$ cat config.mk
export PLATFORM = sky130hd
export DESIGN_NAME = ball_reflect_in_box
export DESIGN_NICKNAME = d
export VERILOG_FILES = /design/src/brib_pkg.sv /design/src/ball_reflect_in_box.sv /design/src/brib_ctrl.sv /design/src/brib_datapath.sv
export SDC_FILE = /design/constraint.sdc
export NUM_CORES = 2
export LEC_CHECK = 0
export BUFFER_PORTS_ARGS = -buffer_cell sky130_fd_sc_hd__buf_2
export CORE_ASPECT_RATIO = 0.6
export CORE_MARGIN = 2
export CORE_UTILIZATION = 70
export CTS_CLUSTER_DIAMETER = 200
export DETAILED_ROUTE_END_ITERATION = 8
export PLACE_DENSITY = 0.95
export SLEW_MARGIN = 20
export SYNTH_ARGS = -nofsm -noshare
export SYNTH_HDL_FRONTEND = slang
export SYNTH_SLANG_ARGS = --single-unit
export TNS_END_PERCENT = 10
$ cat constraint.sdc
create_clock -name i_clk -period 14.5 [get_ports i_clk]
set_clock_uncertainty 0.2 [all_clocks]
set_input_delay 4.35 -clock i_clk [delete_from_list [all_inputs] [get_ports i_clk]]
set_output_delay 4.35 -clock i_clk [all_outputs]
set_load 0.02 [all_outputs]
$ cat src/brib_pkg.sv
`timescale 1ns / 1ps
`default_nettype none

package brib_pkg;

    // Fixed field widths
    localparam int CFG_W  = 24;   // widest configuration register
    localparam int IDX_W  = 3;    // register index
    localparam int DT_W   = 16;   // time step, unsigned Q8.8
    localparam int OUT_W  = 24;   // result position and velocity fields

    // Rounding of the Q20.20 displacement down to Q12.12
    localparam int FRAC_SHIFT = 8;
    localparam int ROUND_BIAS = 128;

    // Register indexes
    localparam logic [IDX_W-1:0] REG_TABLE_WIDTH  = 3'd0;
    localparam logic [IDX_W-1:0] REG_TABLE_HEIGHT = 3'd1;
    localparam logic [IDX_W-1:0] REG_START_X      = 3'd2;
    localparam logic [IDX_W-1:0] REG_START_Y      = 3'd3;
    localparam logic [IDX_W-1:0] REG_START_VX     = 3'd4;
    localparam logic [IDX_W-1:0] REG_START_VY     = 3'd5;

    // Reset values of the table size registers
    localparam logic [CFG_W-1:0] RESET_WIDTH  = 24'd409600;
    localparam logic [CFG_W-1:0] RESET_HEIGHT = 24'd204800;

    // Commands from the controller to the datapath
    typedef struct packed {
        logic load;    // capture time step and start-outside flag
        logic mul;     // form velocity times time step
        logic add;     // form the unfolded new position
        logic fold;    // run one fold round on both axes
        logic write;   // clamp, commit state and load the result register
    } t_cmd;

    // Status from the datapath to the controller
    typedef struct packed {
        logic start_outside;
        logic settled;         // inside, or the fold budget is spent
    } t_status;

endpackage

`default_nettype wire

$ cat src/ball_reflect_in_box.sv
`timescale 1ns / 1ps
`default_nettype none

// Channel   Direction  Handshake                    Payload
// input     in         i_in_valid / o_in_stall      i_time_step (Q8.8)
// result    out        o_out_valid / i_out_stall    o_pos_x, o_pos_y, o_vel_x, o_vel_y,
//                                                   o_start_outside, o_fold_limit_hit
// config    in         i_cfg_we                     i_cfg_index, i_cfg_data
//
// One item at a time: accept, multiply, add, then the fold rounds plus one
// settling check, then the result write. There are 0 to MAX_FOLDS fold rounds
// per item. A start point outside the table goes from the multiply straight to
// the result write.
// Reset (synchronous, active low) restores the table size registers and zeroes
// the start position and ball state; the result register holds one finished
// item, so a stalled result stalls the block only at the next write.

module ball_reflect_in_box #(
    parameter int POS_WIDTH = 24,
    parameter int MAX_FOLDS = 64
) (
    input  wire logic                         i_clk,
    input  wire logic                         i_rst_n,
    // configuration
    input  wire logic                         i_cfg_we,
    input  wire logic [brib_pkg::IDX_W-1:0]   i_cfg_index,
    input  wire logic [brib_pkg::CFG_W-1:0]   i_cfg_data,
    // input items
    input  wire logic                         i_in_valid,
    output logic                              o_in_stall,
    input  wire logic [brib_pkg::DT_W-1:0]    i_time_step,
    // result items
    output logic                              o_out_valid,
    input  wire logic                         i_out_stall,
    output logic [brib_pkg::OUT_W-1:0]        o_pos_x,
    output logic [brib_pkg::OUT_W-1:0]        o_pos_y,
    output logic signed [brib_pkg::OUT_W-1:0] o_vel_x,
    output logic signed [brib_pkg::OUT_W-1:0] o_vel_y,
    output logic                              o_start_outside,
    output logic                              o_fold_limit_hit
);
    import brib_pkg::*;

    t_cmd    w_cmd;
    t_status w_status;

    // Sequence the item: accept, multiply, add, fold rounds, write
    brib_ctrl u_ctrl (
        .i_clk       (i_clk),
        .i_rst_n     (i_rst_n),
        .i_in_valid  (i_in_valid),
        .o_in_stall  (o_in_stall),
        .o_out_valid (o_out_valid),
        .i_out_stall (i_out_stall),
        .i_status    (w_status),
        .o_cmd       (w_cmd)
    );

    // Hold configuration, ball state and the fold arithmetic
    brib_datapath #(
        .POS_WIDTH (POS_WIDTH),
        .MAX_FOLDS (MAX_FOLDS)
    ) u_datapath (
        .i_clk            (i_clk),
        .i_rst_n          (i_rst_n),
        .i_cfg_we         (i_cfg_we),
        .i_cfg_index      (i_cfg_index),
        .i_cfg_data       (i_cfg_data),
        .i_time_step      (i_time_step),
        .i_cmd            (w_cmd),
        .o_status         (w_status),
        .o_pos_x          (o_pos_x),
        .o_pos_y          (o_pos_y),
        .o_vel_x          (o_vel_x),
        .o_vel_y          (o_vel_y),
        .o_start_outside  (o_start_outside),
        .o_fold_limit_hit (o_fold_limit_hit)
    );

endmodule

`default_nettype wire

$ cat src/brib_ctrl.sv
`timescale 1ns / 1ps
`default_nettype none

module brib_ctrl (
    input  wire logic             i_clk,
    input  wire logic             i_rst_n,
    input  wire logic             i_in_valid,
    output logic                  o_in_stall,
    output logic                  o_out_valid,
    input  wire logic             i_out_stall,
    input  wire brib_pkg::t_status i_status,
    output brib_pkg::t_cmd        o_cmd
);
    import brib_pkg::*;

    typedef enum logic [4:0] {
        S_IDLE  = 5'b00001,
        S_MUL   = 5'b00010,
        S_ADD   = 5'b00100,
        S_FOLD  = 5'b01000,
        S_WRITE = 5'b10000
    } t_state;

    t_state r_state, n_state;
    logic   r_out_valid;
    logic   w_slot_free;

    assign w_slot_free = !r_out_valid || !i_out_stall;
    assign o_in_stall  = (r_state != S_IDLE);
    assign o_out_valid = r_out_valid;

    always_comb begin
        n_state = r_state;
        o_cmd   = '0;
        case (r_state)
            S_IDLE: begin
                if (i_in_valid) begin
                    o_cmd.load = 1'b1;
                    n_state    = S_MUL;
                end
            end
            S_MUL: begin
                o_cmd.mul = 1'b1;
                n_state   = i_status.start_outside ? S_WRITE : S_ADD;
            end
            S_ADD: begin
                o_cmd.add = 1'b1;
                n_state   = S_FOLD;
            end
            S_FOLD: begin
                if (i_status.settled) begin
                    n_state = S_WRITE;
                end else begin
                    o_cmd.fold = 1'b1;
                end
            end
            S_WRITE: begin
                if (w_slot_free) begin
                    o_cmd.write = 1'b1;
                    n_state     = S_IDLE;
                end
            end
            default: begin
                n_state = S_IDLE;
            end
        endcase
    end

    always_ff @(posedge i_clk) begin
        if (!i_rst_n) begin
            r_state     <= S_IDLE;
            r_out_valid <= 1'b0;
        end else begin
            r_state <= n_state;
            if (o_cmd.write) begin
                r_out_valid <= 1'b1;
            end else if (!i_out_stall) begin
                r_out_valid <= 1'b0;
            end
        end
    end

    // A result is never loaded over one that is still waiting
    a_write_slot: assert property (@(posedge i_clk) disable iff (!i_rst_n)
        o_cmd.write |-> (!r_out_valid || !i_out_stall))
        else $error("result register overwritten while stalled");

    // An accepted item starts the multiply on the next cycle
    a_accept_mul: assert property (@(posedge i_clk) disable iff (!i_rst_n)
        (i_in_valid && !o_in_stall) |=> (r_state == S_MUL))
        else $error("accepted item did not start");

    // Output valid only rises after a write command
    a_valid_rise: assert property (@(posedge i_clk) disable iff (!i_rst_n)
        $rose(r_out_valid) |-> $past(o_cmd.write))
        else $error("result valid without write");

    // No fold round once the ball has settled or the budget is spent
    a_fold_settled: assert property (@(posedge i_clk) disable iff (!i_rst_n)
        o_cmd.fold |-> !i_status.settled)
        else $error("fold issued after settling");

endmodule

`default_nettype wire

$ cat src/brib_datapath.sv
`timescale 1ns / 1ps
`default_nettype none

module brib_datapath #(
    parameter int POS_WIDTH = 24,
    parameter int MAX_FOLDS = 64
) (
    input  wire logic                         i_clk,
    input  wire logic                         i_rst_n,
    input  wire logic                         i_cfg_we,
    input  wire logic [brib_pkg::IDX_W-1:0]   i_cfg_index,
    input  wire logic [brib_pkg::CFG_W-1:0]   i_cfg_data,
    input  wire logic [brib_pkg::DT_W-1:0]    i_time_step,
    input  wire brib_pkg::t_cmd               i_cmd,
    output brib_pkg::t_status                 o_status,
    output logic [brib_pkg::OUT_W-1:0]        o_pos_x,
    output logic [brib_pkg::OUT_W-1:0]        o_pos_y,
    output logic signed [brib_pkg::OUT_W-1:0] o_vel_x,
    output logic signed [brib_pkg::OUT_W-1:0] o_vel_y,
    output logic                              o_start_outside,
    output logic                              o_fold_limit_hit
);
    import brib_pkg::*;

    localparam int PW  = POS_WIDTH;
    localparam int PRW = PW + DT_W + 1;        // signed v times unsigned dt
    localparam int XW  = PW + 19;              // position during folding
    localparam int CW  = $clog2(MAX_FOLDS + 1);

    typedef struct packed {
        logic signed [XW-1:0] p;
        logic signed [PW-1:0] v;
    } t_axis;

    logic [CFG_W-1:0]     r_width, r_height, r_start_x, r_start_y;
    logic [PW-1:0]        r_ball_x, r_ball_y;
    logic signed [PW-1:0] r_ball_vx, r_ball_vy;
    logic [DT_W-1:0]      r_dt;
    logic                 r_outside;
    logic signed [PRW-1:0] r_prod_x, r_prod_y;
    logic signed [XW-1:0] r_x, r_y;
    logic signed [PW-1:0] r_vx, r_vy;
    logic [CW-1:0]        r_cnt;

    logic signed [XW-1:0] w_lim_x, w_lim_y, w_cx, w_cy;
    logic signed [XW-1:0] w_cfg_pos, w_cfg_vel;
    logic                 w_inside;
    t_axis                w_fx, w_fy;

    function automatic logic signed [PW-1:0] f_neg_sat(input logic signed [PW-1:0] v);
        logic signed [PW-1:0] vmin;
        vmin = {1'b1, {(PW-1){1'b0}}};
        return (v == vmin) ? {1'b0, {(PW-1){1'b1}}} : -v;
    endfunction

    // Round half up: add the bias, then arithmetic shift
    function automatic logic signed [XW-1:0] f_disp(input logic signed [PRW-1:0] p);
        logic signed [XW-1:0] w;
        w = {{(XW-PRW){p[PRW-1]}}, p} + XW'(ROUND_BIAS);
        return w >>> FRAC_SHIFT;
    endfunction

    function automatic logic f_in_axis(input logic signed [XW-1:0] p,
                                       input logic signed [XW-1:0] lim);
        return !p[XW-1] && (p < lim);
    endfunction

    // Fold back across the low wall, then the high wall
    function automatic t_axis f_fold(input logic signed [XW-1:0] p,
                                     input logic signed [PW-1:0] v,
                                     input logic signed [XW-1:0] lim);
        t_axis a;
        a.p = p;
        a.v = v;
        if (p[XW-1]) begin
            a.p = -p;
            a.v = f_neg_sat(v);
        end
        if (a.p >= lim) begin
            a.p = (a.p == lim) ? (lim - XW'(1)) : ((lim <<< 1) - a.p);
            a.v = f_neg_sat(a.v);
        end
        return a;
    endfunction

    function automatic logic signed [XW-1:0] f_clamp(input logic signed [XW-1:0] p,
                                                     input logic signed [XW-1:0] lim);
        if (p[XW-1]) begin
            return '0;
        end else if (p >= lim) begin
            return lim - XW'(1);
        end
        return p;
    endfunction

    assign w_lim_x   = {{(XW-CFG_W){1'b0}}, r_width};
    assign w_lim_y   = {{(XW-CFG_W){1'b0}}, r_height};
    assign w_inside  = f_in_axis(r_x, w_lim_x) && f_in_axis(r_y, w_lim_y);
    assign w_fx      = f_fold(r_x, r_vx, w_lim_x);
    assign w_fy      = f_fold(r_y, r_vy, w_lim_y);
    assign w_cx      = f_clamp(r_x, w_lim_x);
    assign w_cy      = f_clamp(r_y, w_lim_y);
    assign w_cfg_pos = {{(XW-CFG_W){1'b0}}, i_cfg_data};
    assign w_cfg_vel = {{(XW-CFG_W){i_cfg_data[CFG_W-1]}}, i_cfg_data};

    assign o_status.start_outside = r_outside;
    assign o_status.settled       = w_inside || (r_cnt == CW'(MAX_FOLDS));

    // Configuration registers and ball state
    always_ff @(posedge i_clk) begin
        if (!i_rst_n) begin
            r_width   <= RESET_WIDTH;
            r_height  <= RESET_HEIGHT;
            r_start_x <= '0;
            r_start_y <= '0;
            r_ball_x  <= '0;
            r_ball_y  <= '0;
            r_ball_vx <= '0;
            r_ball_vy <= '0;
        end else begin
            if (i_cfg_we) begin
                case (i_cfg_index)
                    REG_TABLE_WIDTH:  r_width  <= i_cfg_data;
                    REG_TABLE_HEIGHT: r_height <= i_cfg_data;
                    REG_START_X: begin
                        r_start_x <= i_cfg_data;
                        r_ball_x  <= w_cfg_pos[PW-1:0];
                    end
                    REG_START_Y: begin
                        r_start_y <= i_cfg_data;
                        r_ball_y  <= w_cfg_pos[PW-1:0];
                    end
                    REG_START_VX: r_ball_vx <= w_cfg_vel[PW-1:0];
                    REG_START_VY: r_ball_vy <= w_cfg_vel[PW-1:0];
                    default: ;
                endcase
            end
            if (i_cmd.write && !r_outside) begin
                r_ball_x  <= w_cx[PW-1:0];
                r_ball_y  <= w_cy[PW-1:0];
                r_ball_vx <= r_vx;
                r_ball_vy <= r_vy;
            end
        end
    end

    // Working registers and the result register
    always_ff @(posedge i_clk) begin
        if (i_cmd.load) begin
            r_dt      <= i_time_step;
            r_outside <= !((r_start_x < r_width) && (r_start_y < r_height));
        end
        if (i_cmd.mul) begin
            r_prod_x <= r_ball_vx * $signed({1'b0, r_dt});
            r_prod_y <= r_ball_vy * $signed({1'b0, r_dt});
        end
        if (i_cmd.add) begin
            r_x   <= $signed({{(XW-PW){1'b0}}, r_ball_x}) + f_disp(r_prod_x);
            r_y   <= $signed({{(XW-PW){1'b0}}, r_ball_y}) + f_disp(r_prod_y);
            r_vx  <= r_ball_vx;
            r_vy  <= r_ball_vy;
            r_cnt <= '0;
        end
        if (i_cmd.fold) begin
            r_x   <= w_fx.p;
            r_y   <= w_fy.p;
            r_vx  <= w_fx.v;
            r_vy  <= w_fy.v;
            r_cnt <= r_cnt + 1'b1;
        end
        if (i_cmd.write) begin
            if (r_outside) begin
                o_pos_x          <= OUT_W'(r_ball_x);
                o_pos_y          <= OUT_W'(r_ball_y);
                o_vel_x          <= OUT_W'(r_ball_vx);
                o_vel_y          <= OUT_W'(r_ball_vy);
                o_start_outside  <= 1'b1;
                o_fold_limit_hit <= 1'b0;
            end else begin
                o_pos_x          <= w_cx[OUT_W-1:0];
                o_pos_y          <= w_cy[OUT_W-1:0];
                o_vel_x          <= OUT_W'(r_vx);
                o_vel_y          <= OUT_W'(r_vy);
                o_start_outside  <= 1'b0;
                o_fold_limit_hit <= !w_inside;
            end
        end
    end

endmodule

`default_nettype wire
After elaboration in Yosys (flattened, before gate mapping)
Cells that the tools add are included.
{ "classes": {"n_addsub": 15, "n_mul": 2, "magnitude_cmp": 8, "n_eq_ne": 22, "n_mux": 62, "reduce_logical": 30} }
{ "op_table": {"columns": ["cell", "n"], "rows": [
  ["$mux W24", 30],
  ["$mux W67", 4],
  ["$mux W43", 6],
  ["$ge A43 B25 Y1", 4],
  ["$eq A24 B24 Y1 const B", 4],
  ["$neg A24 Y24", 4],
  ["$eq A43 B25 Y1", 2],
  ["$lt A43 B25 Y1", 2],
  ["$neg A43 Y43", 2],
  ["$sub A26 B43 Y43", 2],
  ["$add A41 B9 Y42 const B", 2],
  ["$mul A24 B17 Y41", 2],
  ["$add A25 B34 Y35", 2],
  ["$sub A24 B1 Y25 const B", 2],
  ["$lt A24 B24 Y1", 2],
  ["$pmux W5 S5", 1],
  ["$mux W5", 4],
  ["$reduce_and A2 Y1", 8],
  ["$mux W1", 15],
  ["$mux W7", 2],
  ["$reduce_bool A2 Y1", 6],
  ["$add A7 B1 Y7 const B", 1],
  ["$eq A7 B7 Y1 const B", 1],
  ["$logic_not A1 Y1", 7],
  ["15 further kinds", 24]
]} }
{ "word_totals": {"reg_bits": 536, "in_bits": 48, "output_inout_bits": 100, "wordCells": 164} }

Longest topological paths before layout
{ "logic_depth": {"ltp_word": 7, "ltp_mapped": 26} }

Hierarchy
Synthesis repeated with hierarchy kept, for this count alone.
{ "hier_totals": {"hier_cells": 7517, "hier_area_um2": 65856.9} }
{ "modules_own_cells": {"columns": ["module", "n_inst", "cells_per_inst", "area_per_inst_um2", "seq_area_each_um2"], "rows": [
  ["brib_datapath", 1, 7476, 65495.3, 13573.0],
  ["brib_ctrl", 1, 41, 361.6, 120.1]
]} }

Worst setup path after synthesis
Ideal clock, no wire load.
{ "synth_path": {"path_type": "input to register", "start": "in i_out_stall", "end": "reg u_datapath.r_ball_vx[0]", "arrival_time_ns": 10.129, "required_time_ns": 14.184, "slack_ns": 4.055, "path_stages": 6, "path_buffers": 3, "cell_sequence": "a21oi_1 nand2b_1 clkbuf_1 clkbuf_1 clkbuf_1 o211a_1"} }
{ "synth_between": {"elab_chain_cells": 7, "elab_cells_between_ends": 9, "cone_classes": "3 x mux; 6 x reduce/logical"} }
{ "synth_rtl": {"columns": ["element", "line_no", "source"], "rows": [
  ["start: declaration", "ball_reflect_in_box.sv:34", "input wire logic i_out_stall,"],
  ["$logic_not A1 Y1 *", "brib_ctrl.sv:28", "assign w_slot_free = !r_out_valid || !i_out_stall;"],
  ["$logic_or A1 B1 Y1 *", "brib_ctrl.sv:28", null],
  ["$mux W1 *", "brib_ctrl.sv:58", "if (w_slot_free) begin"],
  ["$mux W1 *", "brib_ctrl.sv:35", "case (r_state)"],
  ["$logic_and A1 B1 Y1 *", "brib_datapath.sv:138", "if (i_cmd.write && !r_outside) begin"],
  ["$reduce_bool A2 Y1 (no line)", null, null],
  ["$reduce_and A2 Y1 (no line)", null, null],
  ["end signal: assignment", "brib_datapath.sv:133", "REG_START_VX: r_ball_vx <= w_cfg_vel[PW-1:0];"],
  ["end signal: assignment", "brib_datapath.sv:141", "r_ball_vx <= r_vx;"],
  ["end: declaration", "brib_datapath.sv:37", "logic signed [PW-1:0] r_ball_vx, r_ball_vy;"]
]} }
Every way passes the cells marked *; elsewhere a longest branch is shown, timed or not.
A chain may end at the register's enable or synchronous reset.

Final worst setup path
{ "layout_path": {"start": "reg u_datapath.r_dt[4]", "end": "reg u_datapath.r_prod_x[39], data pin"} }
{ "layout_between": {"elab_chain_cells": 1} }
{ "layout_rtl": {"columns": ["element", "line_no", "source"], "rows": [
  ["start: declaration", "brib_datapath.sv:38", "logic [DT_W-1:0] r_dt;"],
  ["start signal: assignment", "brib_datapath.sv:150", "r_dt <= i_time_step;"],
  ["$mul A24 B17 Y41", "brib_datapath.sv:154", "r_prod_x <= r_ball_vx * $signed({1'b0, r_dt});"],
  ["end signal: assignment", "brib_datapath.sv:154", null],
  ["end: declaration", "brib_datapath.sv:40", "logic signed [PRW-1:0] r_prod_x, r_prod_y;"]
]} }
No other way between the ends.

==> metrics <==
status finished, violations left; violated checks max-capacitance violations, max-slew violations; Reg power frac ~36%; worst hold path depth 2; Worst IR Drop VDD a little over 0.0001 V; final wirelength between 200 and 250 mm; proportion of layout cells with a drive suffix above 1 approximately 6%; worst-margin pin slew between 1000 and 1500 ps; EDFF count, synth around 320; DR vias between 50000 and 60000; Crit Reg-Reg Endpoint u_datapath.r_prod_x[39]; CTS tree done; Initial Util about 71%; total I/O pin count about 150; r2r startpoint u_datapath.r_dt[4]; FP Rows between 80 and 90; # Max-Cap Violations 1; CP top delay family adder cells; main flop type after synthesis edfxtp_1; part of the power in combinational logic a little under a third; WHS Endpoint u_datapath.r_start_y[12]; Fmax around 120 MHz; Area contributors post-synth fa_1 23%, edfxtp_1 15%, ha_1 8.4%, inv_1 6.2%, nand2_1 6.2%; dpl cell area ~0.068 sq mm; Setup crit end kind flip-flop; Placed Instances 8709; smallest setup slack after layout between 5000 and 6000 ps; switching portion of total power 36.1%; cts hold-fix bufs 0; cts repair resizes 0; Final setup viols 0; FF-to-FF path depth 23; First-pass DRT Iterations 8; synth warn 0; Post-Synthesis Cells 7645; DP HPWL between 150 and 200 mm; Req. time, crit path around 15000 ps; clock buffer count from CTS between 50 and 60; Crit-path slowest cell o31ai_1; antenna violations before repair 12; cell-internal power 3.11 mW; post-synth cell types 85; Max H-tree Level 2; Hold Path Class reg -> reg; RePlAce Congestion about 1.0; Tmin final roughly 8600 ps; Syn-to-layout area delta 5.07%; Worst EP arrival approximately 8800 ps; die area just under 0.1 sq mm; CTS Sinks about 520; fill cell count 6498; power density over the cells ~70 mW/mm^2; detailed-route wire length per cell 25.4 microns; Die H between 200 and 250 microns; Synth top area share approximately 23%; Static Leak between 30 and 40 nW; Hold Path Origin u_datapath.r_start_y[12]; overall routing resource usage a little under half; worst slack at placement slightly above 6000 ps; R2R setup slack around 5900 ps; Finished Cell Area approximately 0.07 sq mm; most frequent CP cell fa_1; Post-Syn Nets 8895; largest net degree at the start of global routing 130; crit-path max FO between 40 and 50; area taken by multi-input logic gates between 0.04 and 0.05 sq mm; total negative setup slack 0 ps; Crit path largest cell delay 830 ps; chip width roughly 400 microns; antenna viol nets, final 0; net load switching power roughly 1.8 mW; Seq/Total Area, Yosys 20.6%; relative slew slack -0.709%; post-synthesis cell area ~0.066 sq mm; Final Max Tran Viols 1; # port buffers between 100 and 150; largest area contributor in the netlist fa_1; Non-Filler Instances between 8000 and 9000; CTS Root Cell clkbuf_16; setup bufs post-CTS 0; startpoint types flip-flop; crit path cell chain buf_4 -> nand2_1 -> fa_1 -> fa_1 -> fa_1 -> fa_1 -> inv_1 -> fa_1 -> inv_1 -> fa_1 -> inv_1 -> ha_1 -> or2_2 -> a21oi_1 -> a21oi_1 -> o31ai_1 -> a311oi_1 -> a21oi_1 -> o211ai_1 -> a41o_1 -> o21ai_0 -> nand2b_1 -> xor2_1; Post-synth ARST share 0%; worst skew pair latency 680 ps; FF+latch count, synth about 520; unrepaired setup endpoints after global routing false; Via density 6.77; Hold Fails Final Rpt 0; first-pass GRT wire length around 350 mm; grt ovf 0; vias in the first global route roughly 60000; Worst Path Class, Setup reg -> reg; buffer depth of the longest clock path 3; Tcrit/Tclk final roughly 60%; DRC viols 0; Worst Path Buf+Inv 4; CORE AREA roughly 0.094 sq mm; power share of the clock group between 30 and 40%; Avg Inst Size Synth roughly 8.7 sq um; Reg area 0.0137 sq mm; Clock Pin Slew Worst Setup and Hold Paths roughly 70 ps; Final nets a little under 9000; initial drt markers 8684
power groups by stage:
stage,combinational [mW],sequential (mW),clock (mW)
floorplan,1.03,1.73,0
CTS,1.50,1.73,1.57
global route,1.68,1.74,1.62
global placement,1.40,1.76,0
detailed placement,1.48,1.76,0
finish,1.55,1.74,1.58
final cells by class:
| cell class | instances | share of cell area (%) |
|---|---|---|
| Clock inverter | 29 | 0.583 |
| Inverter | 1099 | 5.92 |
| Tap cell | 1246 | 2.24 |
| Antenna cell | 10 | 0.0359 |
| Timing Repair Buffer | 226 | 1.93 |
| Multi-Input combinational cell | 5616 | 67.5 |
| Sequential cell | 522 | 19.6 |
| Clock buffer | 73 | 2.16 |
cells in the final DEF (no fill, tap or decap), types with 34 or more instances in the layout:
cell,Yosys,layout
nand2b_1,41,40
dfxtp_1,198,197
nor2b_1,38,37
fa_1,754,754
ha_1,448,448
nand3_1,156,156
xor2_1,149,149
and3_1,43,43
or3_1,47,47
buf_2,8,146
o31ai_1,70,70
a21oi_1,303,301
a21o_1,102,102
inv_1,1099,1097
o22ai_1,34,34
nor3_1,153,149
nor2_1,302,299
nand4_1,81,81
a211oi_1,42,42
xnor2_1,259,259
o21ai_0,268,268
mux2i_1,90,90
and2_1,340,339
nor4_1,64,63
o211a_1,79,79
clkbuf_16,0,54
mux2_2,71,71
edfxtp_1,324,324
buf_4,0,79
nand2_1,1093,1093
o21a_1,48,48
a31oi_1,35,35
a21boi_0,102,102
o211ai_1,73,73
worst reg2reg max path, delay by kind of cell, from the launching register on:
family                   cells  cell delay [ps]
adder cells (fa/ha/maj)      7             3410
AO/OA/AOI/OAI                8             2850
buffers and inverters        4              740
AND/OR/NAND/NOR              3              670
flip-flops                   1              330
XOR/XNOR                     1              160
registers in the layout (all words and copies together) (netlist names), 16 cells and up:
signal,count
u_datapath.o_vel_y,24
u_datapath.r_vx,24
u_datapath.r_y,43
u_datapath.r_ball_vy,24
u_datapath.r_vy,24
u_datapath.r_ball_x,24
u_datapath.o_pos_y,24
u_datapath.r_prod_y,34
u_datapath.r_x,43
u_datapath.r_prod_x,34
u_datapath.r_ball_y,24
u_datapath.r_width,24
u_datapath.o_vel_x,24
u_datapath.r_start_x,24
u_datapath.o_pos_x,24
u_datapath.r_dt,16
u_datapath.r_ball_vx,24
u_datapath.r_start_y,24
u_datapath.r_height,24
synthesized netlist by cell type, types with 149 or more instances:
master and n:
nand2_1 1093, ha_1 448, nand3_1 156, fa_1 754
o21ai_0 268, clkbuf_1 378, xnor2_1 259, nor3_1 153
a21oi_1 303, and2_1 340, inv_1 1099, dfxtp_1 198
nor2_1 302, xor2_1 149, edfxtp_1 324
cells by family after synthesis:
| group | share of synthesized area, % |
|---|---|
| DFF | 20.6 |
| muxes | 2.56 |
| adders and majority gates | 31.2 |
| AOI/OAI and AO/OA | 13.8 |
| xor gates and xnor gates | 5.39 |
| buffers and inverters | 8.57 |
| and+or+nand+nor | 17.9 |
routing by layer:
layer  GRT usage [%]  vias to the layer above  wire, microns
met1            61.2                    28300          81100
met4            29.7                       10          17800
met5               0                        -             63
li1                -                    25200              -
met2            65.1                     4970          91100
met3            14.3                     1188          33800
through the flow:
| stage | utilization, % | total power, mW | hold WS, ps |
|---|---|---|---|
| CTS | 74.2 | 4.80 | 275 |
| detailed placement | 72.1 | 3.24 | 265 |
| floorplan | - | 2.76 | 224 |
| global placement | 72.1 | 3.15 | 251 |
| finish | 74.2 | 4.87 | 275 |
| global route | 74.2 | 5.04 | 294 |
worst max path at each step:
stage | from | endpoint | slack [ps] | depth (start not counted)
6_report | u_datapath.r_dt[4] | u_datapath.r_prod_x[39] | 5860 | 23
5_1_grt | u_datapath.r_dt[4] | u_datapath.r_prod_x[39] | 5570 | 23
4_1_cts | u_datapath.r_dt[4] | u_datapath.r_prod_x[39] | 6050 | 23
3_5_place_dp | u_datapath.r_dt[3] | u_datapath.r_prod_x[39] | 6200 | 23
3_3_place_gp | u_datapath.r_dt[4] | u_datapath.r_prod_x[39] | 6630 | 23
2_1_floorplan | i_out_stall | u_datapath.r_ball_vx[0] | 4050 | 6
Power figures use the tool's default switching activity.
